[src/design/rfd_pkg.sv]
// ----------------------------------------------------------------------------
// rfd_pkg
// Types and constants shared by the readout frame deframer modules.
// ----------------------------------------------------------------------------
`default_nettype none

package rfd_pkg;

  // Sync bytes at the start of every frame
  localparam logic [7:0] SYNC_BYTE0 = 8'hac;
  localparam logic [7:0] SYNC_BYTE1 = 8'h0f;
  // Flag kept in the held byte once both sync bytes matched
  localparam logic [7:0] SYNC_OK    = 8'h01;

  // Id word masks
  localparam logic [7:0] BOARD_MASK   = 8'h3e;
  localparam logic [7:0] CHANNEL_MASK = 8'h7f;
  localparam logic [7:0] RTYPE_MASK   = 8'hc0;

  // Result kinds (tuser)
  localparam logic RES_SAMPLE    = 1'b0;
  localparam logic RES_SYNC_ERR  = 1'b1;

  typedef enum logic [1:0] {
    KIND_DATA   = 2'd0,
    KIND_ENDING = 2'd1,
    KIND_HEADER = 2'd2,
    KIND_BAD    = 2'd3
  } frame_kind_e;

  typedef struct packed {
    logic        kind;
    logic [11:0] sample_value;
    logic [8:0]  sample_index;
    logic [4:0]  board;
    logic [1:0]  chip;
    logic [6:0]  channel;
    logic [13:0] signal_id;
    logic [31:0] event_id;
    logic [47:0] event_time;
    logic [1:0]  readout_type;
    logic        last_of_frame;
  } rfd_result_t;

endpackage

`default_nettype wire

[src/design/readout_frame_deframer.sv]
// ----------------------------------------------------------------------------
// readout_frame_deframer
// Splits a readout byte stream into frames; one result per sample or sync error.
// ----------------------------------------------------------------------------
// Input stream (s_axis): one raw byte per transfer. Frames open with the sync
// bytes AC 0F; the third byte carries the frame type. Ending frames are
// skipped, event headers update the latched time, event id and readout type,
// data frames give one output transfer per twelve-bit sample.
// Output stream (m_axis): tdata carries the sample and its frame context,
// tuser is the result kind (0 sample, 1 sync error), tlast marks the final
// sample of a data frame. After a sync error one error transfer is sent and
// the block hunts chunk by chunk for the next event header.
// A result appears on m_axis in the cycle after the byte that completes it is
// taken. Throughput: one byte per cycle unless a held result waits on m_axis;
// the position counter and the field latches update as each byte is taken, so no byte waits on another.
// A byte is taken whenever the result register is empty or draining, so
// s_axis_tready_o follows m_axis_tready_i while a result is held.
// Reset clears the frame position, hunting flag and all latches; the first
// byte after reset is taken as the start of a frame.
// ----------------------------------------------------------------------------
`default_nettype none

module readout_frame_deframer import rfd_pkg::*; #(
  parameter int CHUNK_BYTES  = 4,
  parameter int HEADER_BYTES = 20,
  parameter int ENDING_BYTES = 8,
  parameter int DATA_BYTES   = 1036,
  parameter int SAMPLE_START = 6,
  parameter int SAMPLES      = 512
) (
  input  wire logic          clk_i,
  input  wire logic          rst_ni,
  // Input byte stream
  input  wire logic          s_axis_tvalid_i,
  output logic               s_axis_tready_o,
  input  wire logic [7:0]    s_axis_tdata_i,   // [7:0] data_byte
  // Result stream
  output logic               m_axis_tvalid_o,
  input  wire logic          m_axis_tready_i,
  // [11:0] sample_value, [20:12] sample_index, [25:21] board, [27:26] chip,
  // [34:28] channel, [48:35] signal_id, [80:49] event_id,
  // [128:81] event_time, [130:129] readout_type, [135:131] zero
  output logic [135:0]       m_axis_tdata_o,
  output logic               m_axis_tuser_o,   // [0] kind
  output logic               m_axis_tlast_o    // last_of_frame
);

  logic        accept;
  logic        res_valid;
  rfd_result_t res;
  rfd_result_t out_res;

  assign accept = s_axis_tvalid_i && s_axis_tready_o;

  rfd_parser #(
    .CHUNK_BYTES  (CHUNK_BYTES),
    .HEADER_BYTES (HEADER_BYTES),
    .ENDING_BYTES (ENDING_BYTES),
    .DATA_BYTES   (DATA_BYTES),
    .SAMPLE_START (SAMPLE_START),
    .SAMPLES      (SAMPLES)
  ) u_parser (
    .clk_i        (clk_i),
    .rst_ni       (rst_ni),
    .byte_valid_i (accept),
    .byte_i       (s_axis_tdata_i),
    .res_valid_o  (res_valid),
    .res_o        (res)
  );

  // Result register; also gates input so no byte is taken without room
  rfd_out_reg u_out_reg (
    .clk_i       (clk_i),
    .rst_ni      (rst_ni),
    .in_valid_i  (res_valid),
    .in_data_i   (res),
    .in_ready_o  (s_axis_tready_o),
    .out_valid_o (m_axis_tvalid_o),
    .out_data_o  (out_res),
    .out_ready_i (m_axis_tready_i)
  );

  assign m_axis_tdata_o = {5'd0,
                           out_res.readout_type,
                           out_res.event_time,
                           out_res.event_id,
                           out_res.signal_id,
                           out_res.channel,
                           out_res.chip,
                           out_res.board,
                           out_res.sample_index,
                           out_res.sample_value};
  assign m_axis_tuser_o = out_res.kind;
  assign m_axis_tlast_o = out_res.last_of_frame;

endmodule

`default_nettype wire

[src/design/rfd_parser.sv]
// ----------------------------------------------------------------------------
// rfd_parser
// Frame position counter, sync check, header latches and sample assembly.
// One byte per cycle, at most one result per byte.
// ----------------------------------------------------------------------------
`default_nettype none

module rfd_parser import rfd_pkg::*; #(
  parameter int CHUNK_BYTES  = 4,
  parameter int HEADER_BYTES = 20,
  parameter int ENDING_BYTES = 8,
  parameter int DATA_BYTES   = 1036,
  parameter int SAMPLE_START = 6,
  parameter int SAMPLES      = 512
) (
  input  wire logic        clk_i,
  input  wire logic        rst_ni,
  input  wire logic        byte_valid_i,
  input  wire logic [7:0]  byte_i,
  output logic             res_valid_o,
  output rfd_result_t      res_o
);

  // Frame lengths, never shorter than a chunk
  localparam int LEN_CHUNK  = CHUNK_BYTES;
  localparam int LEN_DATA   = (DATA_BYTES < CHUNK_BYTES) ? CHUNK_BYTES : DATA_BYTES;
  localparam int LEN_ENDING = (ENDING_BYTES < CHUNK_BYTES) ? CHUNK_BYTES : ENDING_BYTES;
  localparam int LEN_HEADER = (HEADER_BYTES < CHUNK_BYTES) ? CHUNK_BYTES : HEADER_BYTES;

  logic [10:0]  pos_q, pos_d;
  frame_kind_e  kind_q, kind_d;
  logic         hunting_q, hunting_d;
  logic [31:0]  event_id_q, event_id_d;
  logic [47:0]  event_time_q, event_time_d;
  logic [1:0]   rtype_q, rtype_d;
  logic [15:0]  id_word_q, id_word_d;
  logic [7:0]   held_q, held_d;

  logic [11:0]  pos_inc;
  logic [11:0]  frame_len;
  logic [2:0]   ftype;
  logic [10:0]  rel;
  logic [9:0]   idx;
  logic [7:0]   id_hi, id_lo;
  logic [4:0]   board;
  logic [1:0]   chip;
  logic [6:0]   channel;
  logic [13:0]  signal_id;

  assign pos_inc = {1'b0, pos_q} + 12'd1;
  assign ftype   = byte_i[7:5];
  assign rel     = pos_q - 11'(SAMPLE_START);
  assign idx     = rel[10:1];

  // Id word fields; signal id = board*272 + chip*68 + channel
  assign id_hi     = id_word_q[15:8];
  assign id_lo     = id_word_q[7:0];
  assign board     = 5'((id_hi & BOARD_MASK) >> 1);
  assign chip      = {id_hi[0], id_lo[7]};
  assign channel   = 7'(id_lo & CHANNEL_MASK);
  assign signal_id = (14'(board) << 8) + (14'(board) << 4)
                   + (14'(chip) << 6) + (14'(chip) << 2) + 14'(channel);

  always_comb begin
    pos_d        = pos_q;
    kind_d       = kind_q;
    hunting_d    = hunting_q;
    event_id_d   = event_id_q;
    event_time_d = event_time_q;
    rtype_d      = rtype_q;
    id_word_d    = id_word_q;
    held_d       = held_q;
    res_valid_o  = 1'b0;

    res_o               = '0;
    res_o.event_id      = event_id_q;
    res_o.event_time    = event_time_q;
    res_o.readout_type  = rtype_q;

    if (pos_q == 11'd0) begin
      held_d = byte_i;
    end else if (pos_q == 11'd1) begin
      held_d = (held_q == SYNC_BYTE0 && byte_i == SYNC_BYTE1) ? SYNC_OK : 8'h00;
    end else if (pos_q == 11'd2) begin
      if (held_q != SYNC_OK)   kind_d = KIND_BAD;
      else if (hunting_q)      kind_d = ftype[1] ? KIND_HEADER : KIND_BAD;
      else if (ftype[0])       kind_d = KIND_ENDING;
      else if (ftype[1])       kind_d = KIND_HEADER;
      else                     kind_d = KIND_DATA;
    end else if (kind_q == KIND_HEADER) begin
      case (pos_q)
        11'd5:   rtype_d = 2'((byte_i & RTYPE_MASK) >> 6);
        11'd6:   event_time_d[15:8]  = byte_i;
        11'd7:   event_time_d[7:0]   = byte_i;
        11'd8:   event_time_d[31:24] = byte_i;
        11'd9:   event_time_d[23:16] = byte_i;
        11'd10:  event_time_d[47:40] = byte_i;
        11'd11:  event_time_d[39:32] = byte_i;
        11'd12:  event_id_d[15:8]    = byte_i;
        11'd13:  event_id_d[7:0]     = byte_i;
        11'd14:  event_id_d[31:24]   = byte_i;
        11'd15:  event_id_d[23:16]   = byte_i;
        default: ;
      endcase
    end else if (kind_q == KIND_DATA && !hunting_q) begin
      if (pos_q == 11'd4) begin
        id_word_d[15:8] = byte_i;
      end else if (pos_q == 11'd5) begin
        id_word_d[7:0] = byte_i;
      end else if (pos_q >= 11'(SAMPLE_START) && {1'b0, pos_q} < 12'(DATA_BYTES)
                   && idx < 10'(SAMPLES)) begin
        if (!rel[0]) begin
          held_d = byte_i;
        end else begin
          res_valid_o         = 1'b1;
          res_o.kind          = RES_SAMPLE;
          res_o.sample_value  = {held_q[3:0], byte_i};
          res_o.sample_index  = idx[8:0];
          res_o.board         = board;
          res_o.chip          = chip;
          res_o.channel       = channel;
          res_o.signal_id     = signal_id;
          res_o.last_of_frame = (idx == 10'(SAMPLES - 1));
        end
      end
    end

    // Frame length follows the kind just decided, with the hunting flag as it was
    if (hunting_q && kind_d != KIND_HEADER) begin
      frame_len = 12'(LEN_CHUNK);
    end else begin
      case (kind_d)
        KIND_DATA:   frame_len = 12'(LEN_DATA);
        KIND_ENDING: frame_len = 12'(LEN_ENDING);
        KIND_HEADER: frame_len = 12'(LEN_HEADER);
        default:     frame_len = 12'(LEN_CHUNK);
      endcase
    end

    if (pos_q >= 11'd2 && pos_inc >= frame_len) begin
      if (kind_d == KIND_BAD && !hunting_q) begin
        res_valid_o = 1'b1;
        res_o.kind  = RES_SYNC_ERR;
        hunting_d   = 1'b1;
      end else if (kind_d == KIND_HEADER && hunting_q) begin
        hunting_d = 1'b0;
      end
      pos_d = '0;
    end else begin
      pos_d = pos_inc[10:0];
    end

    res_valid_o = res_valid_o & byte_valid_i;
  end

  always_ff @(posedge clk_i or negedge rst_ni) begin
    if (!rst_ni) begin
      pos_q        <= '0;
      kind_q       <= KIND_DATA;
      hunting_q    <= 1'b0;
      event_id_q   <= '0;
      event_time_q <= '0;
      rtype_q      <= '0;
      id_word_q    <= '0;
      held_q       <= '0;
    end else if (byte_valid_i) begin
      pos_q        <= pos_d;
      kind_q       <= kind_d;
      hunting_q    <= hunting_d;
      event_id_q   <= event_id_d;
      event_time_q <= event_time_d;
      rtype_q      <= rtype_d;
      id_word_q    <= id_word_d;
      held_q       <= held_d;
    end
  end

endmodule

`default_nettype wire

[src/design/rfd_out_reg.sv]
// ----------------------------------------------------------------------------
// rfd_out_reg
// Result register on the output stream; takes a new result whenever it is
// empty or being drained in the same cycle.
// ----------------------------------------------------------------------------
`default_nettype none

module rfd_out_reg import rfd_pkg::*; (
  input  wire logic         clk_i,
  input  wire logic         rst_ni,
  input  wire logic         in_valid_i,
  input  wire rfd_result_t  in_data_i,
  output logic              in_ready_o,
  output logic              out_valid_o,
  output rfd_result_t       out_data_o,
  input  wire logic         out_ready_i
);

  logic        valid_q;
  rfd_result_t data_q;

  assign in_ready_o  = !valid_q || out_ready_i;
  assign out_valid_o = valid_q;
  assign out_data_o  = data_q;

  always_ff @(posedge clk_i or negedge rst_ni) begin
    if (!rst_ni) begin
      valid_q <= 1'b0;
    end else if (in_ready_o) begin
      valid_q <= in_valid_i;
    end
  end

  always_ff @(posedge clk_i) begin
    if (in_ready_o && in_valid_i) begin
      data_q <= in_data_i;
    end
  end

endmodule

`default_nettype wire
[config.mk]
export PLATFORM = sky130hd
export DESIGN_NAME = readout_frame_deframer
export DESIGN_NICKNAME = d
export VERILOG_FILES = /design/src/design/rfd_pkg.sv /design/src/design/readout_frame_deframer.sv /design/src/design/rfd_parser.sv /design/src/design/rfd_out_reg.sv
export SDC_FILE = /design/constraint.sdc
export NUM_CORES = 1
export LEC_CHECK = 0
export BUFFER_PORTS_ARGS = -buffer_cell sky130_fd_sc_hd__buf_2
export CAP_MARGIN = 20
export CORE_AREA = 2 2 165 167
export DETAILED_ROUTE_END_ITERATION = 7
export DIE_AREA = 0 0 167 169
export PLACE_DENSITY = 0.65
export SLEW_MARGIN = 20
export SYNTH_ARGS = -nofsm -noshare
export SYNTH_HDL_FRONTEND = slang
export SYNTH_SLANG_ARGS = --single-unit
[constraint.sdc]
create_clock -name clk_i -period 7.6 [get_ports clk_i]
set_clock_uncertainty 0.2 [all_clocks]
set_input_delay 0.38 -clock clk_i [delete_from_list [all_inputs] [get_ports clk_i]]
set_output_delay 0.38 -clock clk_i [all_outputs]
set_load 0.01 [all_outputs]
* Word-level counts from Yosys, hierarchy flattened
Index checks and enable logic that the tools add are counted.
W data, S select, Z words.
** Word-level totals
- Logic and storage cells :: 157
- Input port bits :: 12
- Register bits :: 252
- Output and inout port bits :: 140
** Cells by class
- $add $sub $neg :: 6
- Bitwise operators :: 9
- Eq/ne operators :: 28
- Reduce and logical (&&, ||, !) cells :: 35
- Order comparisons :: 5
- Multiplexer cells :: 45
** Operator list (number)
- $mux W50 :: 8
- $eq A11 B4 Y1 const B :: 8
- $mux W8 :: 9
- $reduce_and A6 Y1 :: 11
- $mux W49 :: 1
- $eq A11 B3 Y1 const B :: 4
- $pmux W11 S3 :: 1
- $mux W1 :: 17
- $reduce_and A8 Y1 :: 2
- $add A13 B9 Y14 :: 1
- $add A14 B4 Y14 :: 1
- $add A14 B7 Y14 :: 1
- $add A14 B8 Y14 :: 1
- $mux W2 :: 7
- $add A11 B1 Y12 const B :: 1
- $ge A12 B12 Y1 :: 1
- $mux W12 :: 1
- $ne A3 B1 Y1 const B :: 4
- $eq A11 B1 Y1 const B :: 1
- $eq A11 B2 Y1 const B :: 1
- $ge A11 B2 Y1 const B :: 1
- $ge A11 B3 Y1 const B :: 1
- $logic_not A11 Y1 :: 1
- $lt A11 B11 Y1 const B :: 1
- 22 further kinds :: 43

* Longest topological paths before layout
- Word-level depth :: 15
- Depth in mapped cells :: 16
- Gate-level depth less buffers :: 15

* By module
A second synthesis with hierarchy kept.
** Second synthesis, totals
- Cells, all modules :: 721
- Area total of the unflattened synthesis :: 10412.5 µm²
** By module, submodules not included
- rfd_parser :: seq. area each 2952.8 µm², cells each 577, area an instance 6317.3 µm², times used 1
- rfd_out_reg :: seq. area each 4018.9 µm², cells each 137, area an instance 4047.6 µm², times used 1
- readout_frame_deframer :: seq. area each 0.0 µm², cells each 7, area an instance 47.5 µm², times used 1

* Least setup slack after synthesis
No wires, ideal clock.
- Path kind :: register to register
- Start :: register u_parser.pos_q[0]
- End :: register u_out_reg.data_q (netlist bit u_out_reg.out_data_o[0]), enable pin
- Data required time :: 6.899 ns
- Arrival time :: 6.181 ns
- Path buffers :: 0
- Setup slack :: 0.718 ns
- Period minus slack after synthesis :: 6.882 ns
- Setup time :: 0.501 ns
- Cell stages (with the launch flop) :: 14
- Cell sequence :: dfrtp_1 > inv_1 > ha_1 > o21ba_2 > and4b_2 > o21ai_0 > or3_1 > ha_1 > a21bo_2 > a21oi_1 > o221ai_1 > a211oi_4 > nor4_1 > o21a_1
** Between the ends
- Word-level cells in the longest chain between the ends :: 15
- Elaborated cells between the ends (all ways) :: 40
- Those cells by class :: add/sub: 2; order compare: 5; eq/ne: 8; mux: 16; bitwise: 1; reduce/logical: 8
** RTL lines
- start, declared :: RTL line rfd_parser.sv:30 : logic [10:0] pos_q, pos_d;
- start signal, assigned :: RTL line rfd_parser.sv:167 : pos_q <= pos_d;
- $sub A11 B3 Y11, or another cell as far along :: RTL line rfd_parser.sv:52 : assign rel = pos_q - 11'(SAMPLE_START);
- $lt A10 B10 Y1 / $logic_and A1 B1 Y1 (equally long branches) :: RTL line rfd_parser.sv:111, rfd_parser.sv:110
- $logic_and A1 B1 Y1 :: RTL line rfd_parser.sv:111 : && idx < 10'(SAMPLES)) begin
- $mux W1 :: RTL line rfd_parser.sv:110 : end else if (pos_q >= 11'(SAMPLE_START) && {1'b0, pos_q} < 12'(DATA_BYTES)
- $mux W1 :: RTL line rfd_parser.sv:108 : end else if (pos_q == 11'd5) begin
- $mux W1 :: RTL line rfd_parser.sv:106 : if (pos_q == 11'd4) begin
- $mux W1 :: RTL line rfd_parser.sv:105 : end else if (kind_q == KIND_DATA && !hunting_q) begin
- $mux W1 :: RTL line rfd_parser.sv:90 : end else if (kind_q == KIND_HEADER) begin
- $mux W1 :: RTL line rfd_parser.sv:84 : end else if (pos_q == 11'd2) begin
- $mux W1 :: RTL line rfd_parser.sv:82 : end else if (pos_q == 11'd1) begin
- $mux W1 :: RTL line rfd_parser.sv:80 : if (pos_q == 11'd0) begin
- $mux W1 :: RTL line rfd_parser.sv:141 : if (kind_d == KIND_BAD && !hunting_q) begin
- $mux W1 * :: RTL line rfd_parser.sv:140 : if (pos_q >= 11'd2 && pos_inc >= frame_len) begin
- $and A1 B1 Y1 * :: RTL line rfd_parser.sv:153 : res_valid_o = res_valid_o & byte_valid_i;
- $logic_and A1 B1 Y1 * :: RTL line rfd_out_reg.sv:35 : if (in_ready_o && in_valid_i) begin
- end signal, assigned :: RTL line rfd_out_reg.sv:36 : data_q <= in_data_i;
- end, declared :: RTL line rfd_out_reg.sv:20 : rfd_result_t data_q;
Mark *: on every way between the ends. The rest lies on a longest branch, timed or not.
A chain may end at the register's enable or synchronous reset.

* Worst setup path after layout
- Start :: register u_parser.pos_q[0]
- End :: register u_out_reg.data_q (netlist bit u_out_reg.out_data_o[7]), enable pin
Same word-level chain as after synthesis.

==> flow_metrics.env <==
export IMPL_hold_violations=0
export IMPL_numClockSinks=250
export IMPL_finalCritPeriodShare_pct=73.14
export IMPL_fp_dieH_um=169
export IMPL_cts_tree="done"
export IMPL_synth_edff_count=131
export IMPL_grt_pass1_wl_um=35330
export IMPL_htree_levels=1
export IMPL_start_util_pct=39.39
export IMPL_synth_area_leaders="edfxtp_1, dfrtp_1, mux2_2"
export IMPL_layout_min_cycle_time_ns=5.558
export IMPL_min_delay_start="m_axis_tready_i"
export IMPL_critPathArrivalTime_ns=5.55
export IMPL_clockBufferDepth=3
export IMPL_ir_drop_v=0.0002029
export IMPL_synth_ff_latch_count=250
export IMPL_overflow=0
export IMPL_ios=152
export IMPL_slew_headroom_pct=35.81
export IMPL_wl_per_cell_um=18.79
export IMPL_ys_seq_area_share_pct=66.21
export IMPL_syn_avg_cell_area_um2=14.58
export IMPL_async_flop_share_pct=47.60
export IMPL_syn_inst=716
export IMPL_grt_pass1_vias=6030
export IMPL_place_congestion=0.8870
export IMPL_cts_setup_buffers=0
export IMPL_synthesis_area_mm2=0.01044
export IMPL_grt_max_degree=68
export IMPL_cp_required_ns=7.59
export IMPL_synthToLayoutAreaGrowth_pct=17.44
export IMPL_fmax_ghz=0.1799
export IMPL_cp_common_cell="ha_1"
export IMPL_outcome="completed"
export IMPL_rsz0062_at_grt="no"
export IMPL_clk_pin_slew_ns=0.06
export IMPL_setup_viol=0
export IMPL_hpwl_um=15230
export IMPL_final_nets=901
export IMPL_cellPowerDensity_mw_per_mm2=335.4
export IMPL_antenna_found_initial=1
export IMPL_drv_cap=0
export IMPL_fp_dieArea_mm2=0.02822
export IMPL_cp_start_kind="flip-flop"
export IMPL_tightest_slew_ns=0.9571
export IMPL_insertion_delay_ns=0.53
export IMPL_ys_flop_type="edfxtp_1"
export IMPL_yosysWarnings=0
export IMPL_cp_startpoint="u_parser.pos_q[0]"
export IMPL_core_region_area_mm2=0.02650
export IMPL_fin_cells=1219
export IMPL_rr_startpoint="u_parser.pos_q[0]"
export IMPL_fin_area_mm2=0.01226
export IMPL_worst_path_largest_cell_delay_ns=0.77
export IMPL_wl_um=22910
export IMPL_yosys_cell_count_top_type="edfxtp_1"
export IMPL_antenna_left=0
export IMPL_synth_commonest_cells="edfxtp_1, dfrtp_1, mux2_2"
export IMPL_fin_tns_setup_ns=0
export IMPL_cp_end_kind="flip-flop"
export IMPL_hold_path_class="primary input to flip-flop"
export IMPL_drt_iter0_markers=541
export IMPL_drc_errors=0
export IMPL_gr_usage_all_layers_pct=15.95
export IMPL_cts_resized=0
export IMPL_finalMaxSlewViolations=0
export IMPL_drt_vias_per_instance=5.129
export IMPL_cts_root_buf="clkbuf_16"
export IMPL_ys_types=72
export IMPL_crit_type="flip-flop to flip-flop"
export IMPL_yosysTopAreaCell="edfxtp_1"
export IMPL_row_count=60
export IMPL_dieWidth_um=167
export IMPL_cts_hold_fix_buffers=2
export IMPL_dr_pass1_iters=6
export IMPL_place_inst=1173
export IMPL_p_leak_nw=5.477
export IMPL_fin_hold_ws_ns=0.02554
export IMPL_cts_buffers=25
export IMPL_post_dp_cell_area_mm2=0.01146
export IMPL_n_antenna_cell=0
export IMPL_cpMaxStageDelayCell="o21a_4"
export IMPL_io_buffers=146
export IMPL_worstPathMaxFanout=67
export IMPL_cp_cell_sequence="inv_1 > ha_1 > o21ba_2 > and4b_2 > o21ai_0 > or3_1 > ha_1 > a21bo_2 > a21oi_1 > o221ai_1 > a211oi_4 > nor4_1 > o21a_4 > buf_12"
export IMPL_drive_gt1_share_pct=34.74
export IMPL_yosysTopAreaCellShare_pct=37.68
export IMPL_vias=6252
metrics by stage:
stage               setup slack, ns  power, mW  util [%]
floorplan                    0.7178      2.634         -
finish                        2.042      4.112     46.26
CTS                           2.058      4.147     46.26
detailed placement            2.047      2.977     43.26
global route                  1.704      4.342     46.26
global placement              2.186      2.974     43.26
worst max-delay path, delay by kind of cell (launching register included):
kind	cells	cell delay [ns]
and+or+nand+nor	3	1.15
buffers and inverters	2	0.60
AOI/OAI and AO/OA	7	2.00
DFF	1	0.58
adders and majority gates	2	0.60
worst paths after layout:
| check | endpoint | cells after the start | slack [ns] |
|---|---|---|---|
| max | u_out_reg.out_data_o[7] | 14 | 2.04 |
| min | u_out_reg.out_valid_o | 3 | 0.03 |
| max reg2reg | u_out_reg.out_data_o[7] | 14 | 2.04 |
| min reg2reg | u_out_reg.out_data_o[10] | 0 | 0.23 |
| max in group asynchronous | u_parser.id_word_q[6] | 3 | 5.58 |
| min in group asynchronous | u_parser.event_time_q[1] | 2 | 0.26 |
area by class of cell:
cell class,instances,area (µm²)
well taps,341,426.7
repair buffers,151,788.3
multi-input cells,412,3279
clock inverters,6,60.06
flip-flops and latches,250,6912
inverters,21,78.83
fillers,2346,14240
clock buffers,38,714.4
state kept, by name, indices dropped and copies added, names as in the netlist:
| signal | count |
|---|---|
| u_out_reg.out_data_o | 131 |
| u_parser.event_time_q | 48 |
| u_parser.event_id_q | 32 |
| u_parser.id_word_q | 14 |
| u_parser.pos_q | 11 |
| u_parser.held_q | 8 |
| u_parser.kind_q | 2 |
| u_parser.rtype_q | 2 |
| u_out_reg.out_valid_o | 1 |
| u_parser.hunting_q | 1 |
cell families (layout without fill, tap and decap cells):
kind of cell | Yosys count | count (layout) | synth area share (%)
muxes | 108 | 108 | 11.54
adders and majority gates | 28 | 28 | 3.500
xor gates and xnor gates | 17 | 17 | 1.426
other | 1 | 5 | 0.03592
AOI/OAI and AO/OA | 64 | 64 | 4.699
DFF | 250 | 250 | 66.21
and+or+nand+nor | 190 | 190 | 9.972
buffers and inverters | 58 | 216 | 2.613
placed cells by master (no fill, tap or decap), types with 5 or more instances in the layout:
cell type	n
mux2_2	96
conb_1	5
a21oi_1	7
xor2_1	5
nor2_1	43
nand2b_1	5
o21ai_0	12
nand4_1	7
nand3_1	9
nand2_1	49
dfrtp_1	119
xnor2_1	12
nor3_1	6
clkbuf_1	9
clkbuf_16	25
buf_2	145
mux2i_1	9
edfxtp_1	131
and2_1	30
inv_1	21
ha_1	26
and3_1	7
o31ai_1	10
where the power goes:
group,switching (mW),total (mW),internal [mW]
sequential,0.172,1.86,1.69
clock,0.505,1.16,0.654
combinational,0.678,1.09,0.416
routing by layer:
metal / global-route usage [%] / up-vias / wire (µm)
met4: 4.535 / 0 / 546
li1: - / 2874 / -
met5: 0 / - / 0
met2: 26.91 / 185 / 11250
met3: 2.291 / 42 / 1152
met1: 21.65 / 3151 / 9966
No activity file was read; power rests on OpenSTA's default activity.
